File: src/hw/rtl/bdlp_pkg.sv
// Shared constants and types for the button debouncer with long-press detection.
`default_nettype none

package bdlp_pkg;

  // Number of buttons sampled per transfer (up, down, select)
  localparam int NUM_BUTTONS = 3;

  // Default timestamp width
  localparam int TIME_BITS_DEF = 32;

  // Configuration register width and reset values
  localparam int          CFG_W          = 16;
  localparam logic [15:0] DEBOUNCE_RST   = 16'd50;
  localparam logic [15:0] LONG_PRESS_RST = 16'd1000;

  // Configuration register indexes
  localparam int CFG_IDX_W = 1;

  typedef enum logic [CFG_IDX_W-1:0] {
    CFG_DEBOUNCE   = 1'b0,
    CFG_LONG_PRESS = 1'b1
  } cfg_idx_t;

  // Timing settings handed to every button
  typedef struct packed {
    logic [CFG_W-1:0] settle_ms;
    logic [CFG_W-1:0] long_hold_ms;
  } cfg_t;

  // Event flags of one button for one sample
  typedef struct packed {
    logic short_f;
    logic long_f;
  } btn_flags_t;

endpackage : bdlp_pkg

`default_nettype wire

File: src/hw/rtl/bdlp_button.sv
// Debounce and press-length tracking for a single button.
`default_nettype none

module bdlp_button
  import bdlp_pkg::*;
#(
  parameter int TIME_BITS = TIME_BITS_DEF
) (
  input  wire logic                 clk,
  input  wire logic                 rst_n,
  input  wire logic                 step,
  input  wire logic                 level,
  input  wire logic [TIME_BITS-1:0] now,
  input  wire cfg_t                 cfg,
  output btn_flags_t                flags
);

  logic                 last_level_r;
  logic [TIME_BITS-1:0] last_change_r;
  logic [TIME_BITS-1:0] press_start_r;
  logic                 press_active_r;
  logic                 long_reported_r;

  logic                 changed;
  logic [TIME_BITS-1:0] since_change;
  logic                 steady;
  logic                 starting;
  logic [TIME_BITS-1:0] held;
  logic                 lr_eff;
  logic                 fire_long;

  // Level steady for longer than the debounce time (a change restarts it)
  always_comb begin
    changed      = (level != last_level_r);
    since_change = now - last_change_r;
    steady       = !changed && (since_change > TIME_BITS'(cfg.settle_ms));
  end

  // Press length; a press that starts now has been held for zero ms
  always_comb begin
    starting  = !press_active_r;
    held      = starting ? '0 : (now - press_start_r);
    lr_eff    = starting ? 1'b0 : long_reported_r;
    fire_long = !lr_eff && (held >= TIME_BITS'(cfg.long_hold_ms));
  end

  // Flags for this sample
  always_comb begin
    flags.long_f  = step && steady && !level && fire_long;
    flags.short_f = step && steady && level && press_active_r && !long_reported_r;
  end

  // Per-button state update
  always_ff @(posedge clk) begin
    if (!rst_n) begin
      last_level_r    <= 1'b1;
      last_change_r   <= '0;
      press_active_r  <= 1'b0;
      long_reported_r <= 1'b0;
    end else if (step) begin
      last_level_r <= level;
      if (changed) begin
        last_change_r <= now;
      end
      if (steady) begin
        if (!level) begin
          press_active_r  <= 1'b1;
          long_reported_r <= lr_eff | fire_long;
        end else begin
          press_active_r  <= 1'b0;
          long_reported_r <= 1'b0;
        end
      end
    end
  end

  // Press start time, only read while a press is active
  always_ff @(posedge clk) begin
    if (step && steady && !level && starting) begin
      press_start_r <= now;
    end
  end

endmodule : bdlp_button

`default_nettype wire

File: src/hw/rtl/button_debounce_long_press.sv
// Top level of the three-button debouncer with short and long press events.
// Each input transfer carries one sample of the active-low up, down and select
// pins plus a wrapping millisecond timestamp, and yields exactly one result
// transfer with a short and a long flag per button. A sample is taken every
// cycle while the result side keeps taking transfers; it sits in the input
// register, where every button does its debounce and press-length
// subtract/compare in parallel, and is then held in the result register.
// Debounce and long-press times are written through the cfg port; the user must
// write them only while the block is idle, and the block does not enforce this.
`default_nettype none

module button_debounce_long_press
  import bdlp_pkg::*;
#(
  parameter int TIME_BITS = TIME_BITS_DEF
) (
  input  wire logic                 clk,
  input  wire logic                 rst_n,
  // input channel
  input  wire logic                 in_valid,
  output logic                      in_ready,
  input  wire logic [TIME_BITS-1:0] in_now_ms,
  input  wire logic                 in_up_level,
  input  wire logic                 in_down_level,
  input  wire logic                 in_select_level,
  // result channel
  output logic                      out_valid,
  input  wire logic                 out_ready,
  output logic                      out_short_up,
  output logic                      out_short_down,
  output logic                      out_short_select,
  output logic                      out_long_up,
  output logic                      out_long_down,
  output logic                      out_long_select,
  // configuration
  input  wire logic                 cfg_we,
  input  wire logic [CFG_IDX_W-1:0] cfg_index,
  input  wire logic [CFG_W-1:0]     cfg_wdata
);

  cfg_t                   cfg_r;
  logic                   s1_valid_r;
  logic [TIME_BITS-1:0]   s1_now_r;
  logic [NUM_BUTTONS-1:0] s1_level_r;
  logic                   s1_go;
  logic                   out_valid_r;
  logic [NUM_BUTTONS-1:0] short_r;
  logic [NUM_BUTTONS-1:0] long_r;
  btn_flags_t             flags [NUM_BUTTONS];

  // Configuration registers
  always_ff @(posedge clk) begin
    if (!rst_n) begin
      cfg_r.settle_ms    <= DEBOUNCE_RST;
      cfg_r.long_hold_ms <= LONG_PRESS_RST;
    end else if (cfg_we) begin
      unique case (cfg_idx_t'(cfg_index))
        CFG_DEBOUNCE:   cfg_r.settle_ms    <= cfg_wdata;
        CFG_LONG_PRESS: cfg_r.long_hold_ms <= cfg_wdata;
        default: ;
      endcase
    end
  end

  // Handshake: sample moves on when the result register is free or draining
  assign s1_go    = s1_valid_r && (!out_valid_r || out_ready);
  assign in_ready = !s1_valid_r || s1_go;

  // Input register
  always_ff @(posedge clk) begin
    if (!rst_n) begin
      s1_valid_r <= 1'b0;
    end else if (in_ready) begin
      s1_valid_r <= in_valid;
    end
  end

  always_ff @(posedge clk) begin
    if (in_valid && in_ready) begin
      s1_now_r   <= in_now_ms;
      s1_level_r <= {in_select_level, in_down_level, in_up_level};
    end
  end

  // Per-button trackers
  for (genvar b = 0; b < NUM_BUTTONS; b++) begin : g_btn
    bdlp_button #(
      .TIME_BITS (TIME_BITS)
    ) u_btn (
      .clk   (clk),
      .rst_n (rst_n),
      .step  (s1_go),
      .level (s1_level_r[b]),
      .now   (s1_now_r),
      .cfg   (cfg_r),
      .flags (flags[b])
    );
  end

  // Result register
  always_ff @(posedge clk) begin
    if (!rst_n) begin
      out_valid_r <= 1'b0;
    end else if (s1_go) begin
      out_valid_r <= 1'b1;
    end else if (out_ready) begin
      out_valid_r <= 1'b0;
    end
  end

  always_ff @(posedge clk) begin
    if (s1_go) begin
      for (int b = 0; b < NUM_BUTTONS; b++) begin
        short_r[b] <= flags[b].short_f;
        long_r[b]  <= flags[b].long_f;
      end
    end
  end

  assign out_valid        = out_valid_r;
  assign out_short_up     = short_r[0];
  assign out_short_down   = short_r[1];
  assign out_short_select = short_r[2];
  assign out_long_up      = long_r[0];
  assign out_long_down    = long_r[1];
  assign out_long_select  = long_r[2];

endmodule : button_debounce_long_press

`default_nettype wire

File: config.mk
export PLATFORM = sky130hd
export DESIGN_NAME = button_debounce_long_press
export DESIGN_NICKNAME = d
export VERILOG_FILES = /design/src/hw/rtl/bdlp_pkg.sv /design/src/hw/rtl/bdlp_button.sv /design/src/hw/rtl/button_debounce_long_press.sv
export SDC_FILE = /design/constraint.sdc
export NUM_CORES = 1
export LEC_CHECK = 0
export ABC_AREA = 1
export BUFFER_PORTS_ARGS = -buffer_cell sky130_fd_sc_hd__buf_2
export CAP_MARGIN = 25
export CORE_MARGIN = 2
export CORE_UTILIZATION = 43
export CTS_CLUSTER_DIAMETER = 150
export DETAILED_ROUTE_END_ITERATION = 10
export GPL_ROUTABILITY_DRIVEN = 1
export GPL_TIMING_DRIVEN = 1
export MAX_ROUTING_LAYER = met4
export PLACE_DENSITY_LB_ADDON = 0.25
export SYNTH_ARGS = -nofsm -noshare
export SYNTH_HDL_FRONTEND = slang
export SYNTH_SLANG_ARGS = --single-unit
File: constraint.sdc
create_clock -name clk -period 7 [get_ports clk]
set_clock_uncertainty 0.2 [all_clocks]
set_input_delay 0.35 -clock clk [delete_from_list [all_inputs] [get_ports clk]]
set_output_delay 0.35 -clock clk [all_outputs]
set_load 0.005 [all_outputs]
-- Word level (Yosys, flattened, before mapping)
Index checks and enable logic that the tools add are counted.
- flip-flop bits (word level): 276
- input port bits: 57
- output and inout bits: 8
- logic and storage cells: 113
- add/subtract/negate cells: 6
- magnitude comparators: 6
- eq/ne operators: 3
- mux-type cells: 14
- bitwise gates (word level): 4
- reductions and logical operators: 57
- operator list (kind ; count):
    32-bit subtractor ; 6
    32-bit by 16-bit greater-or-equal comparator with 1-bit output ; 3
    32-bit by 16-bit > comparator with 1-bit output ; 3
    32-bit two-way mux ; 3
    1-bit logical AND ; 29
    1-bit logical NOT ; 17
    2-bit AND reduction ; 8
    1-bit two-way mux ; 11
    1-bit inequality test ; 3
    1-bit bitwise OR ; 3
    1-bit logical OR ; 2
    2-bit nonzero test ; 1
    1-bit inverter ; 1

-- Longest topological paths before layout
- depth in word-level cells: 7
- gate-level depth with buffers: 30
- depth with buffers taken out: 30

-- Hierarchy
Synthesis repeated with hierarchy kept, for this count alone.
- cells, all modules: 4435
- area, all modules: 27039.7 µm²
- modules (own cells, without submodules) (module ; instances ; cells an instance ; area each (µm²)):
    bdlp_button (g_btn[0].u_btn) ; 1 ; 1420 ; 8160.3
    bdlp_button (g_btn[1].u_btn) ; 1 ; 1401 ; 8147.8
    bdlp_button (g_btn[2].u_btn) ; 1 ; 1391 ; 8117.8
    button_debounce_long_press ; 1 ; 223 ; 2613.8

-- Least setup slack after synthesis
Ideal clock, no wire load.
- path kind: register to register
- from: register s1_now_r[1]
- to: register g_btn[2].u_btn.press_start_r[0], enable pin
- arrival: 4522 ps
- required time: 6378 ps
- slack: 1856 ps
- stages on the path, launching flop included: 30
- buffers on the path: 0
- period minus slack after synthesis: 5144 ps
- path through: edfxtp_1 -> inv_1 -> fa_1 -> inv_1 -> nand2_1 -> nand2_1 -> nand3_1 -> nand2_1 -> nand2_1 -> nand2_2 -> xor2_1 -> ha_1 -> nand2_1 -> nor2_1 -> nand2_1 -> nor2_1 -> nand2_1 -> nand3_1 -> nand2_1 -> inv_1 -> nor2_1 -> nand2_1 -> nor2_1 -> nand2_1 -> nor2_2 -> nand2_2 -> nand2_4 -> nor2_2 -> inv_2 -> nor2_1
- word-level cells in the longest chain between the ends: 6
- ends and longest elaborated chain (what ; RTL line ; source):
    from (decl) ; button_debounce_long_press.sv:43 ; logic [TIME_BITS-1:0] s1_now_r;
    from (signal assigned) ; button_debounce_long_press.sv:80 ; s1_now_r <= in_now_ms;
    32-bit subtractor ; bdlp_button.sv:35 ; since_change = now - last_change_r;
    32-bit by 16-bit > comparator with 1-bit output ; bdlp_button.sv:36 ; steady = !changed && (since_change > TIME_BITS'(cfg.settle_ms));
    1-bit logical AND ; bdlp_button.sv:36 ;
    1-bit logical AND (3 in a row) ; bdlp_button.sv:79 ; if (step && steady && !level && starting) begin
    to (signal assigned) ; bdlp_button.sv:80 ; press_start_r <= now;
    to (decl) ; bdlp_button.sv:20 ; logic [TIME_BITS-1:0] press_start_r;
No other way between the ends.
A chain may end at the register's enable or synchronous reset.

-- Final worst setup path
- from: register s1_now_r[1]
- to: register g_btn[2].u_btn.press_start_r[23], enable pin
The elaborated chain is that of the path after synthesis.

==> summary.md <==
| Metric | Value |
|---|---|
| Synth area leaders | nand2_1 (21%), edfxtp_1 (15%), ha_1 (13%), inv_1 (13%), dfxtp_1 (10%) |
| Final WL | 86040 um |
| Wire length per cell | 16.30 um |
| Post-CTS sizing | 0 |
| Post-synthesis compound-gate area fraction | 10.72% |
| Synth area leader | nand2_1 |
| Setup TNS | 0 ps |
| Critical Path AT | 4840 ps |
| Proportion of synthesized area in mux cells | 0% |
| Worst slew pin tran | 1066 ps |
| Final Non-Filler Cells | 5278 |
| Max transition margin | 28.91% |
| CP most frequent cell | nand2_1 |
| Yosys top cell area share | 20.71% |
| Most common cell after layout, fill and taps aside | nand2_1 |
| Number of routed nets with antenna violations | 0 |
| Status | finished, final reports clean |
| Static leakage | 0.01620 uW |
| Vias in the first global route | 23400 |
| Critical path type | register to register |
| Mapped Cells | 4326 |
| Post-synthesis adder-cell area fraction | 13.72% |
| Layout cells sized above 1 | 5.414% |
| Crit end category | register |
| Sequential share of the synthesized area | 25.94% |
| Number of flops mapped to enable cells by yosys | 137 |
| Crit path launch type | register |
| DRT iter0 DRCs | 1911 |
| Unrepaired setup endpoints after global routing | false |
| XOR/XNOR share of the synthesized area | 1.779% |
| Yosys warnings | 0 |
| Crit Path Max Fanout | 32 |
| GRT Total Usage | 27.57% |
| Port bufs | 64 |
| Clock latency at the later pin of the worst-skew pair | 560 ps |
| Final clock period utilization by the worst path | 69.27% |
| Post-DP HPWL | 67140 um |
| Total core area | 61370 um2 |
| Fillers | 6444 |
| # setup viols final | 0 |
| Vias | 26230 |
| Area grow syn2layout | 11.46% |
| CTS Buffer Depth | 3 |
| H-Tree Depth | 2 |
| Most used DFF post-synth | dfxtp_1 |
| Synthesized area | 26590 um2 |
| Die height | 252.7 um |
| IO Pins | 65 |
| Layout Nets | 4807 |
| Die area | 63850 um2 |
| Post-CTS setup buffer count | 0 |
| DIE WIDTH | 252.7 um |
| PD cells | 183.8 nW/um2 |
| Total global routing overflow | 0 |
| Worst Path Buf+Inv | 5 |
| DR vias/cell | 4.970 |
| Row count | 91 |
| Worst Hold Launch | cfg_index |
| Flop and latch count out of synthesis | 276 |
| Clock buffer count from CTS | 36 |
| Largest family of logic cells by synthesized area | simple AND/OR/NAND/NOR gates |
| Slowest CP cell | edfxtp_1 |
| Dpl cells | 5161 |
| Final Hold Viols | 0 |
| Post-synth cell types | 44 |
| Reg clk slew, reported paths | 60 ps |
| Critical path required time | 6990 ps |
| Crit path time final | 4849 ps |
| Residual DRC count | 0 |
| Worst hold path class | input port to register |
| Crit. Startpoint | s1_now_r[1]$_DFFE_PP_ |
| Mean Syn Cell Area | 6.147 um2 |
| Max frequency | 206.2 MHz |
| Drt first pass iters | 5 |
| Delay-heaviest family, CP | simple AND/OR/NAND/NOR gates |
| Initial antenna violation count | 3 |
| Largest net degree at the start of global routing | 73 |
| WP depth | 30 |
| IR drop worst, VDD | 0.1796 mV |
| Simple-Gate Fraction of Synth Area | 33.73% |
| Fin Hold WS | 53.22 ps |
| Reg2reg path depth | 30 |
| Post-CTS Hold Buffers | 53 |
| Syn Nets | 4671 |
| Async SR Flop Fraction | 0% |
| Global placement routability congestion | 0.9741 |
| Total power | 5449 uW |
| RR Startpoint | s1_now_r[1]$_DFFE_PP_ |
| CTS tree | built |
| Pins Over Slew Limit | 0 |
| Most frequent cells in the layout | nand2_1 (1467), inv_1 (926), a21oi_1 (319), ha_1 (282), nor2_1 (270) |
| First-pass GRT wire length | 131700 um |
| CTS Sinks | 276 |
| Initial Util | 43.33% |
| Root buffer cell | clkbuf_16 |
| Max cap viols | 0 |
| CP peak stage delay | 780 ps |
| # diodes | 0 |
| Hold Crit Depth | 3 |
-- final cells by class --
cell class / instances / area, um2 / area share, %
inverters: 942 / 3536 / 11.93
multi-input cells: 3055 / 15950 / 53.81
clock buffers: 50 / 1046 / 3.529
clock inverters: 14 / 113.9 / 0.3841
well taps: 790 / 988.4 / 3.335
flip-flops and latches: 276 / 6897 / 23.27
repair buffers: 151 / 1109 / 3.740
-- worst reg2reg max path: cells and delay by family, from the launching register on --
family | cells | cell delay (ps)
xor gates and xnor gates | 1 | 70
adders and majority gates | 2 | 800
buffers and inverters | 5 | 950
DFF | 1 | 780
and+or+nand+nor | 22 | 1670
-- where the power goes --
group | total [uW] | internal, uW | switching [uW]
Combinational | 1790 | 601 | 1180
Clock | 1840 | 1090 | 750
Sequential | 1830 | 1780 | 46.3
-- metrics by stage --
stage	setup WS (ps)	utilization (%)	cell area [um2]
6_report	2151	48.30	29640
4_1_cts	2112	48.30	29640
3_3_place_gp	2222	45.54	27950
3_5_place_dp	2125	45.54	27950
2_1_floorplan	1856	-	26590
5_1_grt	1691	48.30	29640
-- final timing paths --
path                                                        end  slack, ps
setup / recovery     g_btn[2].u_btn.press_start_r[23]$_DFFE_PP_       2150
hold / removal                           cfg_r[20]$_SDFFE_PN1P_         50
setup reg to reg     g_btn[2].u_btn.press_start_r[23]$_DFFE_PP_       2150
hold reg to reg   g_btn[2].u_btn.last_change_r[20]$_SDFFE_PN0P_        260
-- registers in the layout, indices dropped and copies added, names as in the netlist, 3 cells and up --
name	count
g_btn.u_btn.last_change_r	96
g_btn.u_btn.press_start_r	96
cfg_r	32
s1_now_r	32
g_btn.u_btn.last_level_r	3
g_btn.u_btn.long_reported_r	3
g_btn.u_btn.press_active_r	3
long_r	3
s1_level_r	3
short_r	3
-- metal layers --
metal,wire length [um],up-vias,share of wire (%),track usage (%)
met5,0,-,0,-
met4,2847,0,3.3,9.028
met3,5130,124,6.0,3.738
met2,37570,648,44,42.46
li1,-,13800,-,-
met1,40490,11670,47,37.29
-- cell families (layout without fill, tap and decap cells) --
group	after synthesis	count (layout)
buffers and inverters	995	1157
adders and majority gates	288	288
AOI/OAI and AO/OA	546	546
xor gates and xnor gates	54	54
and+or+nand+nor	2167	2167
DFF	276	276
-- synth_stat cells (39+ instances only) --
| library cell | count |
|---|---|
| a21oi_1 | 319 |
| nor2_1 | 273 |
| o21ai_0 | 179 |
| edfxtp_1 | 137 |
| clkbuf_1 | 47 |
| inv_1 | 927 |
| xor2_1 | 42 |
| nand4_1 | 45 |
| nand2_1 | 1467 |
| nand3_1 | 226 |
| ha_1 | 282 |
| nor3_1 | 39 |
| dfxtp_1 | 139 |
(Power assumes the default switching activity.)
